## src/sv/escaped_frame_receiver_crc16_defines.svh

```systemverilog
// assertion macros used by the frame receiver top level
// needs clk_i and rst_ni in the scope of each use
`ifndef ESCAPED_FRAME_RECEIVER_CRC16_DEFINES_SVH
`define ESCAPED_FRAME_RECEIVER_CRC16_DEFINES_SVH

// same-cycle implication, checked outside reset
`define EFR_ASSERT_NOW(label, ante, cons, msg) \
  label: assert property (@(posedge clk_i) disable iff (!rst_ni) (ante) |-> (cons)) \
    else $error(msg);

// implication in the next cycle, checked outside reset
`define EFR_ASSERT_NEXT(label, ante, cons, msg) \
  label: assert property (@(posedge clk_i) disable iff (!rst_ni) (ante) |=> (cons)) \
    else $error(msg);

`endif

```

## src/sv/efr_pkg.sv

```systemverilog
// types, constants and the crc-16 byte update for the escaped frame receiver
// no dependencies
package efr_pkg;

  localparam int unsigned FRAME_BYTES = 15;

  localparam logic [7:0] START_CODE  = 8'hFF;
  localparam logic [7:0] ESCAPE_CODE = 8'hFE;

  localparam logic [3:0] LAST_POS   = 4'(FRAME_BYTES - 1);
  localparam logic [3:0] CRC_LO_POS = 4'(FRAME_BYTES - 2);

  localparam logic [7:0] PURGE_THRESHOLD_RST = 8'd60;

  localparam logic KIND_EPOCH = 1'b0;
  localparam logic KIND_DATA  = 1'b1;

  typedef struct packed {
    logic [7:0] data_byte;
    logic [3:0] byte_index;
    logic       frame_end;
    logic       crc_ok;
    logic       frame_kind;
    logic       purge;
  } efr_result_t;

  // one byte of crc-16, poly 0x1021, msb first
  function automatic logic [15:0] crc16_update(logic [15:0] crc, logic [7:0] b);
    logic [7:0] x;
    x = crc[15:8] ^ b;
    x = x ^ (x >> 4);
    return {crc[7:0], 8'h00} ^ {x[3:0], 12'h000} ^ {3'b000, x, 5'b00000}
           ^ {8'h00, x};
  endfunction

endpackage

```

## src/sv/efr_frame_core.sv

```systemverilog
// unescaping, frame position, crc check and purge counter of the receiver
// depends on efr_pkg
module efr_frame_core import efr_pkg::*; (
  input  logic        clk_i,
  input  logic        rst_ni,
  input  logic        step_i,
  input  logic [7:0]  byte_i,
  input  logic [7:0]  threshold_i,
  output logic        res_valid_o,
  output efr_result_t res_o
);

  logic        esc_q, esc_d;
  logic [3:0]  pos_q, pos_d;
  logic [15:0] crc_q, crc_d;
  logic [7:0]  crc_lo_q;
  logic        mode_q, mode_d;
  logic [7:0]  count_q, count_d;

  logic        is_ctrl;
  logic        is_last;
  logic        ok;
  logic [8:0]  cnt_inc;
  logic        hit;
  logic        purge;

  assign is_ctrl = !esc_q && (byte_i == ESCAPE_CODE || byte_i == START_CODE);
  assign is_last = (pos_q == LAST_POS);
  assign ok      = ({byte_i, crc_lo_q} == crc_q);
  assign cnt_inc = {1'b0, count_q} + 9'd1;
  assign hit     = (cnt_inc >= {1'b0, threshold_i});
  assign purge   = is_last && mode_q && ok && hit;

  always_comb begin
    esc_d   = esc_q;
    pos_d   = pos_q;
    crc_d   = crc_q;
    mode_d  = mode_q;
    count_d = count_q;
    if (esc_q) begin
      esc_d = 1'b0;
    end
    if (is_ctrl) begin
      if (byte_i == ESCAPE_CODE) begin
        esc_d = 1'b1;
      end else begin
        pos_d = '0;
        crc_d = '0;
      end
    end else begin
      if (pos_q < CRC_LO_POS) begin
        crc_d = crc16_update(crc_q, byte_i);
      end
      if (is_last) begin
        pos_d = '0;
        crc_d = '0;
        if (!mode_q) begin
          mode_d = 1'b1;
        end else if (ok) begin
          count_d = hit ? 8'd0 : cnt_inc[7:0];
        end
      end else begin
        pos_d = pos_q + 4'd1;
      end
    end
  end

  always_ff @(posedge clk_i or negedge rst_ni) begin
    if (!rst_ni) begin
      esc_q   <= 1'b0;
      pos_q   <= '0;
      crc_q   <= '0;
      mode_q  <= KIND_EPOCH;
      count_q <= '0;
    end else if (step_i) begin
      esc_q   <= esc_d;
      pos_q   <= pos_d;
      crc_q   <= crc_d;
      mode_q  <= mode_d;
      count_q <= count_d;
    end
  end

  // low crc byte needs no reset, always written before the last byte
  always_ff @(posedge clk_i) begin
    if (step_i && !is_ctrl && pos_q == CRC_LO_POS) begin
      crc_lo_q <= byte_i;
    end
  end

  assign res_valid_o       = !is_ctrl;
  assign res_o.data_byte   = byte_i;
  assign res_o.byte_index  = pos_q;
  assign res_o.frame_end   = is_last;
  assign res_o.crc_ok      = is_last && ok;
  assign res_o.frame_kind  = mode_q;
  assign res_o.purge       = purge;

endmodule

```

## src/sv/escaped_frame_receiver_crc16.sv

```systemverilog
// top level of the byte-stuffed frame receiver with crc-16 check
// depends on efr_pkg, efr_frame_core and escaped_frame_receiver_crc16_defines.svh
//
// usage:
//   input channel: one raw uart byte per word on rx_byte_i (in_valid_i/in_ready_o).
//   0xff restarts a frame and 0xfe escapes the next byte; neither yields a word.
//   output channel: one word per data byte (out_valid_o/out_ready_i) with its index,
//   frame end flag, crc result, frame kind and purge flag.
//   cfg_we_i/cfg_wdata_i write the purge threshold; write it only while idle, the block does not enforce this.
// path: a byte accepted into the input register is processed by the core from there, and
//   its word is captured in the output register once that register is free or emptying.
// throughput: one byte per cycle while the output words are taken; the crc byte update, escape decode and counter
//   compare all sit in the single stage between input and output registers.
// stalls: while the output word is not taken the input register holds, so the
//   input accepts at most one more byte and then drops in_ready_o.
// reset: both registers empty, no escape pending, position and crc cleared, the
//   next frame is the epoch request, good-frame count 0, threshold 60.
module escaped_frame_receiver_crc16 import efr_pkg::*; (
  input  logic       clk_i,
  input  logic       rst_ni,
  input  logic       in_valid_i,
  output logic       in_ready_o,
  input  logic [7:0] rx_byte_i,
  output logic       out_valid_o,
  input  logic       out_ready_i,
  output logic [7:0] data_byte_o,
  output logic [3:0] byte_index_o,
  output logic       frame_end_o,
  output logic       crc_ok_o,
  output logic       frame_kind_o,
  output logic       purge_o,
  input  logic       cfg_we_i,
  input  logic [7:0] cfg_wdata_i
);

  `include "escaped_frame_receiver_crc16_defines.svh"

  logic        in_valid_q;
  logic [7:0]  in_byte_q;
  logic        out_valid_q;
  efr_result_t out_q;
  logic [7:0]  threshold_q;

  logic        advance;
  logic        res_valid;
  efr_result_t res;

  // the held byte moves on whenever the output register is free or emptying
  assign advance    = in_valid_q && (!out_valid_q || out_ready_i);
  assign in_ready_o = !in_valid_q || advance;

  always_ff @(posedge clk_i or negedge rst_ni) begin
    if (!rst_ni) begin
      in_valid_q <= 1'b0;
    end else if (in_valid_i && in_ready_o) begin
      in_valid_q <= 1'b1;
    end else if (advance) begin
      in_valid_q <= 1'b0;
    end
  end

  always_ff @(posedge clk_i) begin
    if (in_valid_i && in_ready_o) begin
      in_byte_q <= rx_byte_i;
    end
  end

  always_ff @(posedge clk_i or negedge rst_ni) begin
    if (!rst_ni) begin
      threshold_q <= PURGE_THRESHOLD_RST;
    end else if (cfg_we_i) begin
      threshold_q <= cfg_wdata_i;
    end
  end

  efr_frame_core u_core (
    .clk_i       (clk_i),
    .rst_ni      (rst_ni),
    .step_i      (advance),
    .byte_i      (in_byte_q),
    .threshold_i (threshold_q),
    .res_valid_o (res_valid),
    .res_o       (res)
  );

  always_ff @(posedge clk_i or negedge rst_ni) begin
    if (!rst_ni) begin
      out_valid_q <= 1'b0;
    end else if (advance && res_valid) begin
      out_valid_q <= 1'b1;
    end else if (out_ready_i) begin
      out_valid_q <= 1'b0;
    end
  end

  always_ff @(posedge clk_i) begin
    if (advance && res_valid) begin
      out_q <= res;
    end
  end

  assign out_valid_o  = out_valid_q;
  assign data_byte_o  = out_q.data_byte;
  assign byte_index_o = out_q.byte_index;
  assign frame_end_o  = out_q.frame_end;
  assign crc_ok_o     = out_q.crc_ok;
  assign frame_kind_o = out_q.frame_kind;
  assign purge_o      = out_q.purge;

  `EFR_ASSERT_NOW(a_end_at_last, out_valid_o && frame_end_o, byte_index_o == LAST_POS, "frame end away from last index")
  `EFR_ASSERT_NOW(a_purge_good_data, out_valid_o && purge_o, frame_end_o && crc_ok_o && frame_kind_o == KIND_DATA, "purge without good data frame end")
  `EFR_ASSERT_NOW(a_stall_only_blocked, !in_ready_o, in_valid_q && out_valid_o && !out_ready_i, "input stalled while pipeline can move")
  `EFR_ASSERT_NEXT(a_kind_sticky, out_valid_o && frame_kind_o == KIND_DATA && out_ready_i, !out_valid_o || frame_kind_o == KIND_DATA, "frame kind returned to epoch request")

endmodule
```

## config.mk

```make
export PLATFORM = sky130hd
export DESIGN_NAME = escaped_frame_receiver_crc16
export DESIGN_NICKNAME = d
export VERILOG_FILES = /design/src/sv/efr_pkg.sv /design/src/sv/efr_frame_core.sv /design/src/sv/escaped_frame_receiver_crc16.sv
export VERILOG_INCLUDE_DIRS = /design/src /design/src/sv
export SDC_FILE = /design/constraint.sdc
export NUM_CORES = 1
export LEC_CHECK = 0
export ABC_AREA = 1
export BUFFER_PORTS_ARGS = -buffer_cell sky130_fd_sc_hd__clkbuf_2
export CAP_MARGIN = 20
export CORE_UTILIZATION = 50
export CTS_BUF_LIST = sky130_fd_sc_hd__clkbuf_8
export DETAILED_ROUTE_END_ITERATION = 8
export PLACE_DENSITY = 0.7
export SLEW_MARGIN = 20
export SYNTH_ARGS = -nofsm -noshare
export SYNTH_HDL_FRONTEND = slang
export SYNTH_HIERARCHICAL = 1
export SYNTH_SLANG_ARGS = --single-unit
export TNS_END_PERCENT = 20
```

## constraint.sdc

```tcl
create_clock -name clk_i -period 4.44 [get_ports clk_i]
set_clock_uncertainty 0.05 [all_clocks]
set_input_delay 0.222 -clock clk_i [delete_from_list [all_inputs] [get_ports clk_i]]
set_output_delay 0.222 -clock clk_i [all_outputs]
set_load 0.01 [all_outputs]
```

==> results.md, run 1 <==
- HP Start: cfg_wdata_i[4]
- Total routed wirelength: between 6000 and 7000 µm
- Detailed Route Iter0 Violations: around 110
- DP Area: 3730 µm²
- Num CTS Buffers: 9
- Site Rows: 30
- FILL cells: around 580
- Post-layout net count: around 410
- Multi-input gate area: ~1300 µm²
- Die ar.: roughly 7400 µm²
- Core area: between 6000 and 7000 µm²
- CTS sink count: between 70 and 80
- Yosys cell types: 35
- Starting Density: 0.520
- Pre-CTS setup slack: approximately 2200 ps
- Routability cong.: 0.802
- Setup TNS: 0 ps
- Post-Syn Area: ~3500 µm²
- Share of layout cells above drive strength 1: 0.228
- Die Wd: about 86 µm
- Number of cells produced by synthesis: about 340
- # DRC: 0
- Worst-Margin Slew: roughly 690 ps
- Total grt overflow: 0
- # port buffers: 38
- WHS: approximately 11 ps
- Setup CP Type: reg -> reg
- Mapped Nets: 366
- Sequential area share after synthesis: 0.557
- Pwr Total: 2050 µW
- Status: complete, no violations
- Vias in the first global route: between 2000 and 2500
- RSZ-0062 raised after global routing: false
- CP arrival: between 2000 and 3000 ps
- Global-route wire length before repair: approximately 10000 µm
- Critical R2R Launch: u_core/count_q[0]
- Final Hold Vio Count: 0
- Initial antenna violation count: 0
- Synth Register Bits: a little over 70
- Synth-to-Final Area Change: 13.5%
- Fin crit period: 2280 ps
- Max frequency: 438 MHz
- Leakage power: ~0.0018 µW
- H-tree Lvls: 3
- Setup crit start: u_core/count_q[0]
- Pwr Density: approximately 510 nW/µm²
- Seq. cell area: ~2000 µm²
- Endpoints failing setup: 0
- Most common cell after layout, fill and taps aside: nand2_1
- PnR worst setup slack: approximately 2200 ps
- Clock Latency Late Sink: around 350 ps
- Pins Over Slew Limit: 0
- Max-Cap Viols: 0
- Largest net degree at the start of global routing: slightly above 40
- Clock slew at reported path FFs: approximately 70 ps
- CTS Buffer Depth: 2
- TritonCTS clock tree: built
- Total number of vias: ~2300
- CP Max Fanout: 8
- Design area: approximately 4000 µm²
- Period utilization: 0.514
- Commonest non-fill, non-tap cells in the layout: nand2_1 (68), inv_1 (38), clkbuf_2 (37)
- DRT Pass-1 Iters: 4
- Worst VDD drop: around 0.00028 V
- Number of diodes: 0
- Element type at the critical path end: flop
- Antenna Nets Post-Route: 0
- Syn. warnings: 6
- # IOs: 39
- Tot GR Track Use: 0.190
- DR WL/cell: roughly 13 µm
- Root buffer cell: clkbuf_8
- Hold Crit Class: in -> reg
- Die Ht: 86.0 µm
- Relative slew slack: 0.538
- Startpoint Class: flop
- Slack of the worst reg-to-reg path: ~2200 ps
- Crit path required time: 4670 ps
- Avg Cell Area, Syn: approximately 11 µm²
- DP HPWL: 4140 µm
- Via/cell ratio: approximately 4.8
[layer usage]
| metal | GRT usage | vias up | share of wire |
|---|---|---|---|
| li1 | - | 1181 | - |
| met1 | 0.238 | 1071 | 0.44 |
| met2 | 0.310 | 42 | 0.50 |
| met3 | 0.0510 | 7 | 0.044 |
| met4 | 0.0864 | 0 | 0.0097 |
| met5 | 0 | - | 0 |
[what timing repair did]
action | CTS | global route
gates resized for setup | 0 | 0
hold buffers | 8 | 1
endpoints found under the hold margin | 8 | 36
buffers inserted | 0 | 0
[worst paths after layout]
| check | to | cells past startpoint |
|---|---|---|
| worst min register to register | threshold_q[4] | 2 |
| worst max-delay path | u_core/count_q[4] | 12 |
| worst max register to register | u_core/count_q[4] | 12 |
| worst min-delay path | threshold_q[4] | 3 |
| min in group asynchronous | u_core/crc_q[7] | 2 |
| max in group asynchronous | threshold_q[3] | 2 |
[per-stage QoR]
step / instances / utilization
after CTS: 481 / 0.588
final: 482 / 0.590
after global placement: 457 / 0.549
after global routing: 482 / 0.590
after detailed placement: 457 / 0.549
after floorplan: 336 / -
[kinds of logic (layout without fill, tap and decap cells)]
family / count (synthesis) / after routing / synth area share
simple gates: 114 / 114 / 0.145
flops: 72 / 72 / 0.557
buf+inv: 58 / 108 / 0.0826
compound gates: 48 / 48 / 0.0939
xor+xnor: 35 / 35 / 0.0890
fa+ha+maj: 9 / 9 / 0.0319
[cell usage after synthesis (all sizes together)]
cell type,n,area [µm²]
nand2,70,268
inv,41,154
o21ai,37,241
dfrtp,36,901
edfxtp,32,961
xor2,21,184
nand3,19,118
buf,15,128
nor2,15,63.8
xnor2,14,130
ha,9,113
a21oi,5,25.0
dfstp,4,105
nand4,4,25.0
nor3,4,25.0
clkinv,2,10.0
o31ai,2,28.8
a21boi,1,7.51
a31oi,1,12.5
nor4,1,6.26
o21bai,1,7.51
o22a,1,8.76
or2b,1,7.51
[power by group]
part           leakage (µW)  internal [µW]  total [µW]  switching [µW]
Combinational      0.000918            251         596             345
Sequential         0.000797            844         961             117
Clock             0.0000901            253         497             244
Total               0.00180           1350        2050             706
[registers in the layout, summed over array words and instances, names as in the netlist, 4 cells and up]
register         cells
u_core/crc_q        16
byte_index_o         4
data_byte_o          8
u_core/pos_q         4
u_core/count_q       8
in_byte_q            8
u_core/crc_lo_q      8
threshold_q          8
[area by class of cell]
cell class                      count  area share
Multi-Input combinational cell    206       0.317
Clock inverter                      7      0.0156
Tap cell                           96      0.0300
Inverter                           43      0.0409
Timing Repair Buffer               49      0.0743
Sequential cell                    72       0.491
Clock buffer                        9      0.0309
[worst max-delay path: stages, from the launching register on]
cell and delay [ps]:
dfrtp_1 420, ha_1 210, nand3_1 110, nor2_1 190
xor2_1 240, ha_1 280, nand2_1 70, inv_1 40
nand2_1 50, nand2_1 70, nand2_1 220, nand3_1 140
o21ai_2 130
Power figures use the tool's default switching activity.
==> run 2, diff against run 1 <==
--- a/config.mk
+++ b/config.mk
@@ -6,7 +6,7 @@
 export SDC_FILE = /design/constraint.sdc
 export NUM_CORES = 1
 export LEC_CHECK = 0
-export ABC_AREA = 1
+export ABC_AREA = 0
 export BUFFER_PORTS_ARGS = -buffer_cell sky130_fd_sc_hd__clkbuf_2
 export CAP_MARGIN = 20
 export CORE_UTILIZATION = 50
==> constraint.sdc (replaced) <==
create_clock -name clk_i -period 2.3 [get_ports clk_i]
set_clock_uncertainty 0.05 [all_clocks]
set_input_delay 0.115 -clock clk_i [delete_from_list [all_inputs] [get_ports clk_i]]
set_output_delay 0.115 -clock clk_i [all_outputs]
set_load 0.01 [all_outputs]
==> run 2 against run 1 <==
Compared with the run above: the run now ends with design-rule violations, negative setup slack left; routed wire length up 9.6%; non-clock buffer count up 42; sequential power up 96%; via count up 1.4%; first-iteration DRC count unchanged; clock-buffer cell count up 2; clock power up 110%; flip-flop and latch count unchanged; global-route usage up 2.3 points; critical path type unchanged.
==> results.md, run 2 <==
- Die ar.: 7210 µm² (-2.6%)
- Leakage power: 0.00189 µW (+4.7%)
- Site Rows: 29 (-3.3%)
- CP most frequent cell: nand2_2
- Initial antenna violation count: 0 (unchanged)
- Antenna Nets Post-Route: 0 (unchanged)
- DR WL/cell: 15.9 µm (+22%)
- WP buf/inv: 1 (unchanged)
- Hold Crit Class: in -> reg
- DP HPWL: 4740 µm (+15%)
- H-tree Lvls: 3 (unchanged)
- Tot GR Track Use: 0.214 (+0.0231)
- Final Hold Vio Count: 0 (unchanged)
- Top delay family on crit path: simple AND/OR/NAND/NOR gates
- Worst-Margin Slew: 527 ps (-167 ps)
- Relative slew slack: 0.649 (+0.111)
- Die Wd: 84.9 µm (-1.3%)
- Sequential area share after synthesis: 0.572 (+0.0152)
- Total routed wirelength: 6910 µm (+9.6%)
- CP peak stage delay: 390 ps (-30 ps)
- CP arrival: 2460 ps (-50 ps)
- Setup TNS: -291 ps (-291 ps)
- DP Area: 3920 µm² (+5.0%)
- Max frequency: 417 MHz (-4.8%)
- Syn. warnings: 6 (unchanged)
- Synth Register Bits: 72 (unchanged)
- Crit path required time: 2360 ps (-2310 ps)
- Most common cell in the synthesized netlist: dfrtp_1
- Final core utilization: 0.679 (+0.0892)
- Commonest non-fill, non-tap cells in the layout: clkbuf_2 (38), dfrtp_1 (35), edfxtp_1 (32), buf_4 (32), xnor2_1 (25)
- Starting Density: 0.529 (+0.00947)
- Post-layout net count: 382 (-7.1%)
- # port buffers: 38 (unchanged)
- Most frequent cells after synthesis: dfrtp_1 (36), edfxtp_1 (32), xnor2_1 (25)
- Top post-synthesis cells by area: edfxtp_1 (28%), dfrtp_1 (26%), xnor2_1 (6.4%)
- Pwr Density: 953 nW/µm² (+86%)
- Endpoints failing setup: 6 (+6)
- Setup CP Type: reg -> reg
- Core area: 6490 µm² (-4.4%)
- Fin crit period: 2400 ps (+115 ps)
- Ys flop type: dfrtp_1
- Mapped Nets: 300 (-18%)
- Clock Latency Late Sink: 350 ps (about the same)
- Fraction of registers with async set/reset: 0.556 (unchanged)
- Number of flops mapped to enable cells by yosys: 32 (unchanged)
- Element type at the critical path end: flop
- Routability cong.: 0.803 (+0.14%)
- Max-Cap Viols: 0 (unchanged)
- Global-route wire length before repair: 11500 µm (+10%)
- # IOs: 39 (unchanged)
- Status: complete, but fails checks
- Total number of vias: 2334 (+1.4%)
- Period utilization: 1.04 (+0.528)
- Yosys top cell area share: 0.280 (+0.00744)
- Largest area contributor in the netlist: edfxtp_1
- Post-Place Cells: 396 (-13%)
- TritonCTS clock tree: built
- Avg Cell Area, Syn: 12.7 µm² (+21%)
- Via/cell ratio: 5.38 (+13%)
- Worst VDD drop: 0.000526 V (+88%)
- CTS Buffer Depth: 2 (unchanged)
- Post-Syn Area: 3440 µm² (-2.7%)
- # DRC: 5 (+5)
- PnR worst setup slack: -96.5 ps (-2260 ps)
- Clock slew at reported path FFs: 70 ps (about the same)
- Most common cell after layout, fill and taps aside: clkbuf_2
- Detailed Route Iter0 Violations: 111 (unchanged)
- CTS sink count: 72 (unchanged)
- Pins Over Slew Limit: 0 (unchanged)
- Root buffer cell: clkbuf_8
- Num CTS Buffers: 9 (unchanged)
- CP Max Fanout: 5 (-3)
- Largest net degree at the start of global routing: 21 (-49%)
- Total grt overflow: 0 (unchanged)
- Pre-CTS setup slack: -102 ps (-2290 ps)
- Failing checks: design-rule violations, negative setup slack
- Die Ht: 84.9 µm (-1.3%)
- Max reg flops: 16 (unchanged)
- Top reg by flops: u_core/crc_q
- DRT Pass-1 Iters: 7 (+3)
- Number of cells produced by synthesis: 270 (-20%)
- Synth-to-Final Area Change: 28.3%
- Vias in the first global route: 2391 (+6.5%)
- Critical-path cell list: buf_6 > ha_4 > and4_4 > nand2_1 > nand2_1 > nand2_2 > ha_4 > a21oi_2 > nand2_2 > a21oi_4 > nand2_2 > and3_4
- Design area: 4410 µm² (+10%)
- Share of layout cells above drive strength 1: 0.370 (+0.142)
- Final Non-Filler Cells: 434 (-10%)
- Number of diodes: 0 (unchanged)
- Slowest CP cell: dfrtp_1
- Yosys cell types: 42 (+20%)
- Startpoint Class: flop
- RSZ-0062 raised after global routing: true
-- run 2: cell count changes after synthesis, moves of 14 or more --
cell	change
a22o_1	+17
xor2_1	-14
inv_1	-21
nand2_1	-51
o21ai_0	-16
-- run 2: cells by family (layout without fill, tap and decap cells) --
kind of cell	count (synthesis)	in the layout	share of synthesized area
buf+inv	37	124	0.0583
fa+ha+maj	9	9	0.0328
flops	72	72	0.572
xor+xnor	36	36	0.101
compound gates	50	50	0.110
simple gates	58	58	0.0910
mux	8	8	0.0350
-- run 2: layout make-up --
cell class              instances  area [µm²]
flip-flops and latches         72        1970
multi-input cells             161        1420
clock inverters                 5        55.1
clock buffers                  11         151
inverters                      17        63.8
fillers                       455        2090
repair buffers                 91         653
well taps                      77        96.3
-- run 2: metal layers --
metal / global-route usage / part of all wire / wire, µm / up-vias
met2: 0.337 / 0.49 / 3360 / 72
met3: 0.0691 / 0.050 / 343 / 6
li1: - / - / - / 1131
met5: 0 / 0 / 0 / -
met4: 0.0724 / 0.0085 / 59 / 0
met1: 0.281 / 0.46 / 3150 / 1125
-- run 2: path summary, 6_finish.rpt --
| path | end | from | slack [ps] | cells past startpoint |
|---|---|---|---|---|
| min in group asynchronous | u_core/count_q[7] | rst_ni | 220 | 2 |
| max in group asynchronous | u_core/count_q[2] | rst_ni | 1400 | 3 |
| setup / recovery | purge_o | u_core/count_q[1] | -100 | 12 |
| hold reg to reg | u_core/esc_q | u_core/esc_q | 450 | 1 |
| setup reg to reg | purge_o | u_core/count_q[1] | -100 | 12 |
| hold / removal | out_valid_o | out_ready_i | 20 | 3 |
-- run 2: where the power goes --
| part | internal, µW | switching (µW) | total, µW |
|---|---|---|---|
| sequential | 1620 | 254 | 1880 |
| combinational | 724 | 583 | 1310 |
| clock | 555 | 460 | 1020 |
-- run 2: tightest hold or removal path, cell delays in order --
cell      delay [ps]
clkbuf_2          80
nand2b_1         140
nand2_1           60
-- run 2: what timing repair did --
| item | 4_1_cts | 5_1_grt |
|---|---|---|
| hold buffers | 18 | 0 |
| resized for setup | 7 | 9 |
| setup buffers | 4 | 0 |
| endpoints found under the setup margin | 5 | 9 |
| hold endpoints to repair | 31 | 0 |
| pin swaps | 8 | 3 |
-- run 2: metrics by stage --
stage                     power [µW]  hold slack, ps
final                           4200            22.2
after global routing            4460            15.5
after CTS                       4230            3.44
after detailed placement        3170            64.9
after global placement          3140            59.0
after floorplan                 2820            -231
==> run 3, diff against run 2 <==
==> constraint.sdc (replaced) <==
create_clock -name clk_i -period 2.8 [get_ports clk_i]
set_clock_uncertainty 0.05 [all_clocks]
set_input_delay 0.14 -clock clk_i [delete_from_list [all_inputs] [get_ports clk_i]]
set_output_delay 0.14 -clock clk_i [all_outputs]
set_load 0.01 [all_outputs]
==> run 3 against run 2 <==
Compared with the run above: combinational power fell by 26%; critical path depth stayed put; critical endpoint is now u_core/count_q[0]; routed wire length shrank 8.2%; sequential power decreased by 18%; via count is 4.6% lower; the run ends with design-rule violations left; flip-flop and latch count stayed put; register-to-register slack better by 330 ps.
==> results.md, run 3 (synthesis gave the netlist of run 2 again) <==
- Root buffer cell: clkbuf_8
- Combinational share of power: 0.282 (-0.029)
- Multi-input gate area: 1280 µm² (-10%)
- RSZ-0062 raised after global routing: false
- DP HPWL: 4310 µm (-9.0%)
- Most common cell after layout, fill and taps aside: clkbuf_2
- Seq. cell area: 1970 µm² (unchanged)
- Setup CP Type: reg -> reg
- Synth-to-Final Area Change: 18.1%
- Final core utilization: 0.625 (-0.0543)
- CP Max Fanout: 7 (+2)
- Failing checks: design-rule violations
- Largest net degree at the start of global routing: 41 (+95%)
- Die Ht: 84.9 µm (unchanged)
- Slowest CP cell: dfrtp_2
- Clock slew at reported path FFs: 80 ps (about the same)
- Endpoints failing setup: 0 (-6)
- Worst-Margin Slew: 1020 ps (+490 ps)
- Startpoint Class: flop
- DR WL/cell: 15.6 µm (-1.9%)
- Initial antenna violation count: 0 (unchanged)
- TritonCTS clock tree: built
- Routability cong.: 0.865 (+7.7%)
- Worst VDD drop: 0.000440 V (-16%)
- Detailed Route Iter0 Violations: 142 (+28%)
- CTS Buffer Depth: 2 (unchanged)
- Clock Latency Late Sink: 340 ps (about the same)
- Setup TNS: 0 ps (+291 ps)
- Share of layout cells above drive strength 1: 0.246 (-0.124)
- # DRC: 4 (-1)
- CP arrival: 2750 ps (+290 ps)
- Fin crit period: 2570 ps (+172 ps)
- Antenna Nets Post-Route: 0 (unchanged)
- Core area: 6490 µm² (unchanged)
- CP most frequent cell: nand2_1
- Hold Crit Class: in -> reg
- # port buffers: 38 (unchanged)
- Crit path required time: 2980 ps (+620 ps)
- FILL cells: 507 (+11%)
- Post-layout net count: 354 (-7.3%)
- Switching share of power: 0.304 (-0.00478)
- Number of diodes: 0 (unchanged)
- CP peak stage delay: 410 ps (+20 ps)
- # IOs: 39 (unchanged)
- Via/cell ratio: 5.48 (+2.0%)
- Max reg flops: 16 (unchanged)
- Design area: 4060 µm² (-8.0%)
- Die Wd: 84.9 µm (unchanged)
- WHS: 39.9 ps (+17.7 ps)
- Max frequency: 389 MHz (-6.7%)
- Pre-CTS setup slack: -43.7 ps (+58.7 ps)
- DRT Pass-1 Iters: 7 (unchanged)
- Element type at the critical path end: flop
- Starting Density: 0.529 (unchanged)
- PnR worst setup slack: 231 ps (+328 ps)
- Pwr Density: 849 nW/µm² (-11%)
- Share of power burned in registers: 0.449 (+0.002)
- Critical-path cell list: ha_1 > and4_1 > nand2_1 > nand2_1 > nand2_1 > ha_1 > a21oi_1 > nand2_1 > a21oi_1 > buf_4 > inv_1 > o41ai_2
- DP Area: 3640 µm² (-7.1%)
- Final Hold Vio Count: 0 (unchanged)
- Period utilization: 0.917 (-0.125)
- Top delay family on crit path: compound AO/OA/AOI/OAI gates
- H-tree Lvls: 3 (unchanged)
- Global-route wire length before repair: 10500 µm (-8.6%)
- Status: complete, but fails checks
- Leakage power: 0.00176 µW (-7.1%)
- Pins Over Slew Limit: 0 (unchanged)
- Max-Cap Viols: 0 (unchanged)
- Top reg by flops: u_core/crc_q
- Internal cell power: 2400 µW (-17%)
- Clk pwr share: 0.269 (+0.027)
- Die ar.: 7210 µm² (unchanged)
- Num CTS Buffers: 9 (unchanged)
- Vias in the first global route: 2194 (-8.2%)
- Total routed wirelength: 6340 µm (-8.2%)
- Net Switching: 1050 µW (-19%)
- Commonest non-fill, non-tap cells in the layout: clkbuf_2 (37), dfrtp_1 (35), edfxtp_1 (32)
- WP buf/inv: 2 (+1)
- Total grt overflow: 0 (unchanged)
- Total number of vias: 2226 (-4.6%)
- Site Rows: 29 (unchanged)
- Relative slew slack: 0.319 (-0.330)
- CTS sink count: 72 (unchanged)
- Tot GR Track Use: 0.194 (-0.0199)
==> run 3: changes by cell type in the layout (fill, tap and decap cells not counted), sizes merged <==
cell | previous run | this run
inv | 17 | 18
clkbuf | 49 | 48
buf | 35 | 8
clkinvlp | 2 | 0
bufinv | 1 | 2
==> run 3: tightest hold or removal path: cells and delay by family <==
family,cells,cell delay (ps)
buffers and inverters,1,80
and+or+nand+nor,2,170
==> run 3: power groups by stage <==
stage	clock network [µW]	logic, µW	registers (µW)
finish	928	971	1540
global route	1000	1070	1570
CTS	947	971	1540
detailed placement	0	941	1560
global placement	0	929	1550
floorplan	0	780	1520
==> run 3: cell type report <==
cell class	count	share of cell area
multi-input cells	161	0.315
flip-flops and latches	72	0.485
clock buffers	11	0.0373
well taps	77	0.0238
clock inverters	5	0.0191
repair buffers	63	0.104
inverters	17	0.0157
==> run 3: what timing repair did <==
| item | 4_1_cts | 5_1_grt |
|---|---|---|
| endpoints found under the setup margin | 3 | 2 |
| endpoints found under the hold margin | 53 | 0 |
| gates resized for setup | 1 | 2 |
| buffers inserted | 0 | 0 |
| gates cloned | 0 | 0 |
| hold buffers | 18 | 0 |
==> run 3: path summary, 6_finish.rpt <==
kind,from,to,slack (ps),cells past startpoint
worst max-delay path,u_core/count_q[0],u_core/count_q[0],230,12
worst min-delay path,out_ready_i,out_valid_o,40,3
worst max register to register,u_core/count_q[0],u_core/count_q[0],230,12
worst min register to register,u_core/esc_q,u_core/esc_q,440,1
max in group asynchronous,rst_ni,u_core/count_q[0],1640,2
min in group asynchronous,rst_ni,threshold_q[6],430,2
==> run 3: per-stage QoR <==
stage	total power, µW	std cells
2_1_floorplan	2300	270
3_3_place_gp	2480	372
3_5_place_dp	2500	372
4_1_cts	3460	406
5_1_grt	3640	406
6_report	3440	406
==> run 3: metal layers <==
| metal | wire length, µm | GRT usage | up-vias |
|---|---|---|---|
| met5 | 0 | 0 | - |
| met4 | 79 | 0.0724 | 0 |
| met3 | 223 | 0.0438 | 7 |
| met2 | 2980 | 0.296 | 57 |
| met1 | 3060 | 0.273 | 1087 |
| li1 | - | - | 1075 |
